$ cat src/rtl/dynamic_loss_scale_update_core_macros.svh
// ----------------------------------------------------------------------------
// dynamic loss scale update core assertion macros
// concurrent checks sampled on clk_i and held off during reset
// ----------------------------------------------------------------------------
`ifndef DYNAMIC_LOSS_SCALE_UPDATE_CORE_MACROS_SVH
`define DYNAMIC_LOSS_SCALE_UPDATE_CORE_MACROS_SVH

// same-cycle implication
`define DLSU_ASSERT_SAME(label, pre, post, msg) \
  label: assert property (@(posedge clk_i) disable iff (!rst_ni) (pre) |-> (post)) \
    else $error(msg);

// next-cycle implication
`define DLSU_ASSERT_NEXT(label, pre, post, msg) \
  label: assert property (@(posedge clk_i) disable iff (!rst_ni) (pre) |=> (post)) \
    else $error(msg);

`endif

$ cat src/rtl/dlsu_pkg.sv
// ----------------------------------------------------------------------------
// dlsu_pkg
// shared widths, constants and types of the dynamic loss scale updater
// ----------------------------------------------------------------------------
package dlsu_pkg;

  localparam int FRAC_BITS = 8;
  localparam int SCALE_W   = 40;
  localparam int CNT_W     = 16;
  localparam int FACT_W    = 8;
  localparam int GRAD_W    = 32;
  localparam int PROD_W    = SCALE_W + FACT_W;
  localparam int EXP_LSB   = 23;
  localparam int EXP_MSB   = 30;
  localparam int IDX_W     = 2;

  // restoring divider runs one quotient bit per cycle
  localparam int DIV_STEPS = SCALE_W;
  localparam int DIV_CNT_W = $clog2(DIV_STEPS);

  localparam logic [SCALE_W-1:0] SCALE_ONE   = SCALE_W'(1) << FRAC_BITS;
  localparam logic [SCALE_W-1:0] SCALE_RESET = SCALE_W'(65536) << FRAC_BITS;
  localparam logic [SCALE_W-1:0] SCALE_MAX   = '1;
  localparam logic [CNT_W-1:0]   CNT_MAX     = '1;

  localparam logic [FACT_W-1:0] BACKOFF_RESET  = FACT_W'(2);
  localparam logic [FACT_W-1:0] GROWTH_RESET   = FACT_W'(2);
  localparam logic [CNT_W-1:0]  INTERVAL_RESET = CNT_W'(2000);

  typedef enum logic [IDX_W-1:0] {
    CFG_START_SCALE = 2'd0,
    CFG_BACKOFF     = 2'd1,
    CFG_GROWTH      = 2'd2,
    CFG_INTERVAL    = 2'd3
  } cfg_idx_e;

  // one finished step waiting for its scale update
  typedef struct packed {
    logic ovf;
  } step_t;

  typedef struct packed {
    logic [FACT_W-1:0] backoff;
    logic [FACT_W-1:0] growth;
    logic [CNT_W-1:0]  interval;
  } cfg_t;

  typedef struct packed {
    logic               load;
    logic [SCALE_W-1:0] value;
  } scale_load_t;

  typedef enum logic [4:0] {
    S_IDLE = 5'b00001,
    S_DIV  = 5'b00010,
    S_MUL  = 5'b00100,
    S_SAT  = 5'b01000,
    S_DONE = 5'b10000
  } back_state_e;

  function automatic logic [SCALE_W-1:0] at_least_one(input logic [SCALE_W-1:0] v);
    return (v < SCALE_ONE) ? SCALE_ONE : v;
  endfunction

endpackage

$ cat src/rtl/dynamic_loss_scale_update_core.sv
// ----------------------------------------------------------------------------
// dynamic_loss_scale_update_core: one gradient word per cycle, one result per step
// words stall only while two finished steps wait in the queue; a result follows its
// last word through S_DIV (backoff, serial), S_MUL and S_SAT (growth), then S_DONE
// async active-low reset: scale 65536.0, count 0, flag 0, registers to defaults
// ----------------------------------------------------------------------------
`include "dynamic_loss_scale_update_core_macros.svh"

module dynamic_loss_scale_update_core
  import dlsu_pkg::*;
(
  input  logic                 clk_i,
  input  logic                 rst_ni,
  // configuration write port
  input  logic                 cfg_we_i,
  input  logic [IDX_W-1:0]     cfg_idx_i,
  input  logic [SCALE_W-1:0]   cfg_data_i,
  // gradient word stream
  input  logic                 s_axis_tvalid_i,
  output logic                 s_axis_tready_o,
  input  logic [GRAD_W-1:0]    s_axis_tdata_i,   // [31:0] grad_bits
  input  logic                 s_axis_tlast_i,   // last
  // per-step result stream
  output logic                 m_axis_tvalid_o,
  input  logic                 m_axis_tready_i,
  output logic [SCALE_W+CNT_W-1:0] m_axis_tdata_o, // [39:0] scale_after, [55:40] clean_steps
  output logic                 m_axis_tuser_o    // overflow
);

  // configuration registers; the start scale goes straight into the scale register
  cfg_t        cfg_q, cfg_d;
  scale_load_t load;

  // front to queue
  logic  push;
  step_t push_data;
  logic  q_full;

  // queue to back
  logic  q_valid;
  logic  q_pop;
  step_t q_data;

  // back result fields
  logic               res_ovf;
  logic [SCALE_W-1:0] res_scale;
  logic [CNT_W-1:0]   res_cnt;

  // register decode, unknown indexes fall through
  always_comb begin
    cfg_d        = cfg_q;
    load.load    = 1'b0;
    load.value   = cfg_data_i;
    if (cfg_we_i) begin
      case (cfg_idx_e'(cfg_idx_i))
        CFG_START_SCALE: load.load      = 1'b1;
        CFG_BACKOFF:     cfg_d.backoff  = cfg_data_i[FACT_W-1:0];
        CFG_GROWTH:      cfg_d.growth   = cfg_data_i[FACT_W-1:0];
        CFG_INTERVAL:    cfg_d.interval = cfg_data_i[CNT_W-1:0];
        default: ;
      endcase
    end
  end

  always_ff @(posedge clk_i or negedge rst_ni) begin
    if (!rst_ni) begin
      cfg_q.backoff  <= BACKOFF_RESET;
      cfg_q.growth   <= GROWTH_RESET;
      cfg_q.interval <= INTERVAL_RESET;
    end else begin
      cfg_q <= cfg_d;
    end
  end

  // front: classify words, keep the sticky flag, hand over each finished step
  dlsu_front u_front (
    .clk_i           (clk_i),
    .rst_ni          (rst_ni),
    .s_axis_tvalid_i (s_axis_tvalid_i),
    .s_axis_tready_o (s_axis_tready_o),
    .s_axis_tdata_i  (s_axis_tdata_i),
    .s_axis_tlast_i  (s_axis_tlast_i),
    .push_o          (push),
    .push_data_o     (push_data),
    .q_full_i        (q_full)
  );

  // short queue so the word stream keeps flowing while the divider works
  dlsu_queue u_queue (
    .clk_i       (clk_i),
    .rst_ni      (rst_ni),
    .push_i      (push),
    .push_data_i (push_data),
    .full_o      (q_full),
    .pop_i       (q_pop),
    .valid_o     (q_valid),
    .pop_data_o  (q_data)
  );

  // back: scale and step count update, result register
  dlsu_back u_back (
    .clk_i       (clk_i),
    .rst_ni      (rst_ni),
    .cfg_i       (cfg_q),
    .load_i      (load),
    .q_valid_i   (q_valid),
    .q_data_i    (q_data),
    .q_pop_o     (q_pop),
    .out_valid_o (m_axis_tvalid_o),
    .out_ready_i (m_axis_tready_i),
    .out_ovf_o   (res_ovf),
    .out_scale_o (res_scale),
    .out_cnt_o   (res_cnt)
  );

  assign m_axis_tdata_o = {res_cnt, res_scale};
  assign m_axis_tuser_o = res_ovf;

  // reported scale never drops under 1.0
  `DLSU_ASSERT_SAME(a_scale_floor, m_axis_tvalid_o, res_scale >= SCALE_ONE, "scale below one")
  // an overflow step always restarts the count
  `DLSU_ASSERT_SAME(a_ovf_clears_cnt, m_axis_tvalid_o && res_ovf, res_cnt == '0,
                    "count kept after overflow")
  // a clean step leaves the count below the interval or cleared by growth
  `DLSU_ASSERT_SAME(a_cnt_below_interval, m_axis_tvalid_o && !res_ovf,
                    (res_cnt < cfg_q.interval) || (res_cnt == '0), "count past interval")
  // a last word taken into an empty queue is waiting there next cycle
  `DLSU_ASSERT_NEXT(a_step_queued, push && !q_valid, q_valid, "finished step lost")

endmodule

$ cat src/rtl/dlsu_front.sv
// ----------------------------------------------------------------------------
// dlsu_front
// takes gradient words, flags inf/nan and queues one entry per step
// ----------------------------------------------------------------------------
module dlsu_front
  import dlsu_pkg::*;
(
  input  logic              clk_i,
  input  logic              rst_ni,
  input  logic              s_axis_tvalid_i,
  output logic              s_axis_tready_o,
  input  logic [GRAD_W-1:0] s_axis_tdata_i,  // grad_bits
  input  logic              s_axis_tlast_i,  // last
  output logic              push_o,
  output step_t             push_data_o,
  input  logic              q_full_i
);

  logic ovf_q, ovf_d;
  logic accept;
  logic hit;

  assign s_axis_tready_o = !q_full_i;
  assign accept          = s_axis_tvalid_i && s_axis_tready_o;
  // exponent all ones: inf or nan
  assign hit             = &s_axis_tdata_i[EXP_MSB:EXP_LSB];

  always_comb begin
    ovf_d           = ovf_q;
    push_o          = 1'b0;
    push_data_o.ovf = ovf_q | hit;
    if (accept) begin
      if (s_axis_tlast_i) begin
        push_o = 1'b1;
        ovf_d  = 1'b0;
      end else begin
        ovf_d = ovf_q | hit;
      end
    end
  end

  always_ff @(posedge clk_i or negedge rst_ni) begin
    if (!rst_ni) begin
      ovf_q <= 1'b0;
    end else begin
      ovf_q <= ovf_d;
    end
  end

endmodule

$ cat src/rtl/dlsu_queue.sv
// ----------------------------------------------------------------------------
// dlsu_queue
// two-entry queue of finished steps between front and back
// ----------------------------------------------------------------------------
module dlsu_queue
  import dlsu_pkg::*;
(
  input  logic  clk_i,
  input  logic  rst_ni,
  input  logic  push_i,
  input  step_t push_data_i,
  output logic  full_o,
  input  logic  pop_i,
  output logic  valid_o,
  output step_t pop_data_o
);

  step_t      mem_q [2];
  logic       wr_ptr_q, wr_ptr_d;
  logic       rd_ptr_q, rd_ptr_d;
  logic [1:0] cnt_q, cnt_d;
  logic       do_push, do_pop;

  assign full_o     = (cnt_q == 2'd2);
  assign valid_o    = (cnt_q != 2'd0);
  assign pop_data_o = mem_q[rd_ptr_q];
  assign do_push    = push_i && !full_o;
  assign do_pop     = pop_i && valid_o;

  always_comb begin
    wr_ptr_d = wr_ptr_q ^ do_push;
    rd_ptr_d = rd_ptr_q ^ do_pop;
    cnt_d    = cnt_q + 2'(do_push) - 2'(do_pop);
  end

  always_ff @(posedge clk_i or negedge rst_ni) begin
    if (!rst_ni) begin
      wr_ptr_q <= 1'b0;
      rd_ptr_q <= 1'b0;
      cnt_q    <= 2'd0;
    end else begin
      wr_ptr_q <= wr_ptr_d;
      rd_ptr_q <= rd_ptr_d;
      cnt_q    <= cnt_d;
    end
  end

  always_ff @(posedge clk_i) begin
    if (do_push) begin
      mem_q[wr_ptr_q] <= push_data_i;
    end
  end

endmodule

$ cat src/rtl/dlsu_back.sv
// ----------------------------------------------------------------------------
// dlsu_back
// scale update: serial backoff divide, growth multiply or count, then result register
// ----------------------------------------------------------------------------
module dlsu_back
  import dlsu_pkg::*;
(
  input  logic               clk_i,
  input  logic               rst_ni,
  input  cfg_t               cfg_i,
  input  scale_load_t        load_i,
  input  logic               q_valid_i,
  input  step_t              q_data_i,
  output logic               q_pop_o,
  output logic               out_valid_o,
  input  logic               out_ready_i,
  output logic               out_ovf_o,
  output logic [SCALE_W-1:0] out_scale_o,
  output logic [CNT_W-1:0]   out_cnt_o
);

  back_state_e state_q, state_d;
  logic [SCALE_W-1:0]   scale_q, scale_d;
  logic [CNT_W-1:0]     step_q, step_d;
  logic                 out_valid_q, out_valid_d;
  logic                 ovf_q, ovf_d;
  logic [SCALE_W-1:0]   quo_q, quo_d;
  logic [FACT_W-1:0]    rem_q, rem_d;
  logic [DIV_CNT_W-1:0] idx_q, idx_d;
  logic [PROD_W-1:0]    prod_q, prod_d;
  logic                 out_ovf_q, out_ovf_d;
  logic [SCALE_W-1:0]   out_scale_q, out_scale_d;
  logic [CNT_W-1:0]     out_cnt_q, out_cnt_d;

  logic [FACT_W-1:0]  div_eff, mul_eff;
  logic [CNT_W-1:0]   cnt_inc;
  logic               grow;
  logic [FACT_W:0]    trial, trial_sub;
  logic               ge;
  logic [SCALE_W-1:0] quo_next;
  logic [SCALE_W-1:0] sat_val;

  // zero factors act as one
  assign div_eff   = (cfg_i.backoff == '0) ? FACT_W'(1) : cfg_i.backoff;
  assign mul_eff   = (cfg_i.growth == '0) ? FACT_W'(1) : cfg_i.growth;
  assign cnt_inc   = step_q + CNT_W'(step_q != CNT_MAX);
  assign grow      = (cnt_inc >= cfg_i.interval);
  assign trial     = {rem_q, quo_q[SCALE_W-1]};
  assign ge        = (trial >= {1'b0, div_eff});
  assign trial_sub = trial - {1'b0, div_eff};
  assign quo_next  = {quo_q[SCALE_W-2:0], ge};
  assign sat_val   = (prod_q > PROD_W'(SCALE_MAX)) ? SCALE_MAX : prod_q[SCALE_W-1:0];

  always_comb begin
    state_d     = state_q;
    scale_d     = scale_q;
    step_d      = step_q;
    out_valid_d = out_valid_q;
    ovf_d       = ovf_q;
    quo_d       = quo_q;
    rem_d       = rem_q;
    idx_d       = idx_q;
    prod_d      = prod_q;
    out_ovf_d   = out_ovf_q;
    out_scale_d = out_scale_q;
    out_cnt_d   = out_cnt_q;
    q_pop_o     = 1'b0;

    if (out_valid_q && out_ready_i) begin
      out_valid_d = 1'b0;
    end

    case (state_q)
      S_IDLE: begin
        if (q_valid_i && !out_valid_q) begin
          q_pop_o = 1'b1;
          ovf_d   = q_data_i.ovf;
          if (q_data_i.ovf) begin
            step_d  = '0;
            quo_d   = scale_q;
            rem_d   = '0;
            idx_d   = '0;
            state_d = S_DIV;
          end else if (grow) begin
            step_d  = '0;
            state_d = S_MUL;
          end else begin
            step_d  = cnt_inc;
            state_d = S_DONE;
          end
        end
      end
      S_DIV: begin
        quo_d = quo_next;
        rem_d = ge ? trial_sub[FACT_W-1:0] : trial[FACT_W-1:0];
        idx_d = idx_q + DIV_CNT_W'(1);
        if (idx_q == DIV_CNT_W'(DIV_STEPS - 1)) begin
          scale_d = at_least_one(quo_next);
          state_d = S_DONE;
        end
      end
      S_MUL: begin
        prod_d  = PROD_W'(scale_q) * PROD_W'(mul_eff);
        state_d = S_SAT;
      end
      S_SAT: begin
        scale_d = sat_val;
        state_d = S_DONE;
      end
      S_DONE: begin
        out_valid_d = 1'b1;
        out_ovf_d   = ovf_q;
        out_scale_d = scale_q;
        out_cnt_d   = step_q;
        state_d     = S_IDLE;
      end
      default: begin
        state_d = S_IDLE;
      end
    endcase

    // start scale write: the user issues it only while idle; the block does not enforce that
    if (load_i.load) begin
      scale_d = at_least_one(load_i.value);
    end
  end

  always_ff @(posedge clk_i or negedge rst_ni) begin
    if (!rst_ni) begin
      state_q     <= S_IDLE;
      scale_q     <= SCALE_RESET;
      step_q      <= '0;
      out_valid_q <= 1'b0;
    end else begin
      state_q     <= state_d;
      scale_q     <= scale_d;
      step_q      <= step_d;
      out_valid_q <= out_valid_d;
    end
  end

  always_ff @(posedge clk_i) begin
    ovf_q       <= ovf_d;
    quo_q       <= quo_d;
    rem_q       <= rem_d;
    idx_q       <= idx_d;
    prod_q      <= prod_d;
    out_ovf_q   <= out_ovf_d;
    out_scale_q <= out_scale_d;
    out_cnt_q   <= out_cnt_d;
  end

  assign out_valid_o = out_valid_q;
  assign out_ovf_o   = out_ovf_q;
  assign out_scale_o = out_scale_q;
  assign out_cnt_o   = out_cnt_q;

endmodule

$ cat config.mk
export PLATFORM = sky130hd
export DESIGN_NAME = dynamic_loss_scale_update_core
export DESIGN_NICKNAME = d
export VERILOG_FILES = /design/src/rtl/dlsu_pkg.sv /design/src/rtl/dynamic_loss_scale_update_core.sv /design/src/rtl/dlsu_front.sv /design/src/rtl/dlsu_queue.sv /design/src/rtl/dlsu_back.sv
export VERILOG_INCLUDE_DIRS = /design/src /design/src/rtl
export SDC_FILE = /design/constraint.sdc
export NUM_CORES = 1
export LEC_CHECK = 0
export BUFFER_PORTS_ARGS = -buffer_cell sky130_fd_sc_hd__buf_2
export CAP_MARGIN = 20
export CORE_MARGIN = 2
export CORE_UTILIZATION = 40
export DETAILED_ROUTE_END_ITERATION = 7
export GPL_ROUTABILITY_DRIVEN = 0
export PLACE_DENSITY = 0.57
export SLEW_MARGIN = 20
export SYNTH_ARGS = -nofsm -noshare
export SYNTH_HDL_FRONTEND = slang
export SYNTH_SLANG_ARGS = --single-unit
$ cat constraint.sdc
create_clock -name clk_i -period 5.28 [get_ports clk_i]
set_input_delay 1.056 -clock clk_i [delete_from_list [all_inputs] [get_ports clk_i]]
set_output_delay 1.056 -clock clk_i [all_outputs]
set_load 0.05 [all_outputs]
==> summary.md <==
| Metric | Value |
|---|---|
| Status | `completed` |
| Final #Nets | `approximately 2800` |
| R2R Path End | `u_back.prod_q[38]` |
| Crit Path Max Fanout | `10` |
| Worst-case clock buffer depth | `3` |
| First-pass GRT wire length | `a little under 100000 microns` |
| Worst reg2reg path depth | `22` |
| Setup violations, final | `0` |
| Largest net degree at the start of global routing | `68` |
| Max-Cap Viols | `0` |
| Rel. slew slack | `31.81%` |
| Drt via density | `5.374` |
| CP max stage cell | `fa_1` |
| Critical Path Max Stage Delay | `~0.56 ns` |
| Htree depth | `1` |
| Diodes inserted | `0` |
| Top_reg_cell synth | `edfxtp_1` |
| Setup TNS | `0 ns` |
| R2r setup slk | `0.004 ns` |
| Crit end category | `flip-flop` |
| Vias in the first global route | `17340` |
| Largest area contributor in the netlist | `edfxtp_1` |
| Pre-Repair DR Iteration Count | `5` |
| Placed Cells incl. Taps | `3017` |
| Yosys cell types | `79` |
| Vias | `roughly 17000` |
| RSZ-0062 raised after global routing | `true` |
| Tcrit/Tclk final | `99.93%` |
| CTS sink count | `261` |
| Top cell type's share of synthesized area | `22.43%` |
| Synth warn | `0` |
| Layout cells sized above 1 | `approximately 22%` |
| Clock root cell | `clkbuf_16` |
| WL final | `62210 microns` |
| Hold path endpoint | `u_queue.rd_ptr_q` |
| Initial DRC Count | `1042` |
| Crit path DAT | `~5.6 ns` |
| Die W | `approximately 240 microns` |
| CP bufs+invs | `7` |
| Initial antenna violation count | `0` |
| Clock transition at the registers of the reported paths | `0.06 ns` |
| FMAX | `189.5 MHz` |
| HP Class | `flip-flop to flip-flop` |
| Hold Buf Count CTS | `0` |
| Die area | `0.05611 sq mm` |
| Critical Path RT | `5.60 ns` |
| GRT overflow | `0` |
| Slew Limit Fails | `0` |
| Final instance area | `0.02571 sq mm` |
| IO Count | `139` |
| CORE AREA | `0.05371 sq mm` |
| Remaining antenna violation count after routing | `0` |
| Crit path kind | `flip-flop to flip-flop` |
| Drt drc | `0` |
| Layout area overhead | `18.52%` |
| Crit path launch type | `flip-flop` |
| Sequence of cells on the critical path | `buf_12, nor4_4, buf_4, a21oi_4, buf_4, buf_12, nand2b_4, fa_1, fa_1, fa_1, inv_1, ha_2, buf_4, o211ai_1, o21a_2, buf_6, a2111o_1, nand4_1, nand2_2, o21ai_2, a31oi_1, xnor2_1` |
| Hold path depth | `1` |
| Syn nets | `2577` |
| Mapped Cells | `2169` |
| EDFF count, synth | `162` |
| Die Ht | `around 240 microns` |
| RR Startpoint | `cfg_q[21]` |
| Gr usage total | `22.41%` |
| Yosys reg bits | `261` |
| Critical path's top delay family | `adder cells` |
| Area after DPL | `around 0.024 sq mm` |
| Non-filler cells in the finished layout | `around 3000` |
| Initial Util | `40.39%` |
| Worst-Skew Late Latency | `0.58 ns` |
| Worst-margin pin slew | `slightly above 1 ns` |
| Async set-or-reset flop fraction in the synthesized netlist | `37.93%` |
| Post-synthesis sequential area ratio | `between 30% and 40%` |
| Number of CTS-inserted buffers | `31` |
| Routed WL per cell | `between 20 and 25 microns` |
| CTS tree | `yes` |
| Synth area leaders | `edfxtp_1 (22%), fa_1 (21%), dfrtp_1 (10%), ha_1 (5.7%), nand2_1 (5.5%)` |
| Post-DP HPWL | `46250 microns` |
| Final hold vios | `0` |
| Clock Skew | `0.01704 ns` |
| Avg Cell Area, Syn | `between 10 and 15 sq um` |
| Cell area after synthesis | `0.02169 sq mm` |
| Final min period | `5.276 ns` |
| Row cnt | `85` |
| Count of input and output buffers | `114` |
| Hold_sp | `u_queue.rd_ptr_q` |
[routing by layer]
layer,wire [microns],GRT usage (%),up-vias,share of wire (%)
met2,29430,36.53,555,47
met1,26880,31.40,8354,43
met3,4224,3.113,97,6.8
met5,0,0,-,0
li1,-,-,7611,-
met4,1678,6.080,0,2.7
[Yosys cell counts (11+ instances only)]
master	instances
nand2_1	316
fa_1	229
inv_1	196
and2_1	176
edfxtp_1	162
a21oi_1	108
ha_1	99
o21ai_0	97
nor2_1	95
dfrtp_1	89
clkbuf_1	88
nand3_1	55
nor2b_1	44
xnor2_1	41
mux2_2	33
buf_4	29
nand4_1	27
a21o_1	25
xor2_1	25
nor4_1	22
nor3_1	20
o31ai_1	11
[registers in the layout, indices dropped and copies added (netlist names)]
register            flops
u_front.ovf_q           1
u_back.out_valid_o      1
u_back.ovf_q            1
u_back.prod_q          48
u_queue.mem_q           2
u_back.out_scale_o     40
u_back.step_q          16
u_back.quo_q           40
u_back.idx_q            6
u_queue.cnt_q           2
u_back.out_ovf_o        1
cfg_q                  32
u_queue.rd_ptr_q        1
u_back.scale_q         40
u_back.rem_q            8
u_queue.wr_ptr_q        1
u_back.out_cnt_o       16
u_back.state_q          5
[area by class of cell]
class                           instances  area, sq um
Sequential cell                       261         7360
Inverter                              196        735.7
Fill cell                            4939        28000
Clock buffer                           39        845.8
Multi-Input combinational cell       1571        13460
Tap cell                              696        870.8
Clock inverter                         18        161.4
Timing Repair Buffer                  311         2272
[worst reg2reg max path: stages, from the launching register on]
cell and delay, ns:
dfrtp_2 0.43, buf_12 0.15, nor4_4 0.20, buf_4 0.15, a21oi_4 0.05, buf_4 0.14, buf_12 0.13, nand2b_4 0.14
fa_1 0.56, fa_1 0.43, fa_1 0.50, inv_1 0.05, ha_2 0.31, buf_4 0.12, o211ai_1 0.07, o21a_2 0.26
buf_6 0.14, a2111o_1 0.44, nand4_1 0.24, nand2_2 0.09, o21ai_2 0.15, a31oi_1 0.12, xnor2_1 0.14
[worst max path at each step]
| stage | start | end | cells past startpoint |
|---|---|---|---|
| after CTS | cfg_q[20] | u_back.prod_q[36] | 17 |
| after detailed placement | cfg_q[23] | u_back.prod_q[43] | 15 |
| final | cfg_q[21] | u_back.prod_q[38] | 22 |
| after floorplan | cfg_q[20] | u_back.prod_q[43] | 19 |
| after global routing | cfg_q[21] | u_back.prod_q[43] | 22 |
| after global placement | cfg_q[23] | u_back.prod_q[43] | 15 |
[layout by cell type, fill, tap and decap left out, types with 9 or more instances in the layout]
cell type / count
nand2_1: 307
fa_1: 222
inv_1: 194
buf_4: 178
and2_1: 175
edfxtp_1: 162
buf_2: 113
a21oi_1: 94
o21ai_0: 93
nor2_1: 91
dfrtp_1: 85
ha_1: 82
nand3_1: 54
xnor2_1: 40
clkbuf_16: 34
nor2b_1: 33
mux2_2: 33
nand4_1: 27
a21o_1: 25
xor2_1: 24
nor4_1: 20
nor3_1: 16
ha_4: 13
a21oi_2: 11
a32o_1: 10
dfstp_2: 10
buf_12: 10
nand2_2: 9
o31ai_1: 9
[kinds of logic after synthesis]
logic type      share of synthesized area, %
simple gates                           18.37
flops                                  33.91
compound gates                         9.662
mux                                    1.806
xor+xnor                               2.665
fa+ha+maj                              26.85
buf+inv                                6.749
[what timing repair did]
item	in CTS	in global routing
resized for setup	36	85
gates cloned	2	3
pin swaps	31	81
setup buffers	3	11
setup endpoints to repair	12	20
[per-stage QoR]
step	setup slack (ns)	utilization (%)	hold WS (ns)
floorplan	0.1418	-	0.4003
global placement	-0.1438	44.54	0.4739
detailed placement	-0.1684	44.55	0.4780
CTS	-0.04654	46.94	0.4865
global route	-0.1293	47.87	0.4897
finish	0.003876	47.87	0.4857
Power is left out: the tool's default activity adds up to more than one toggle a clock period on the data nets, which glitch-free logic cannot reach.
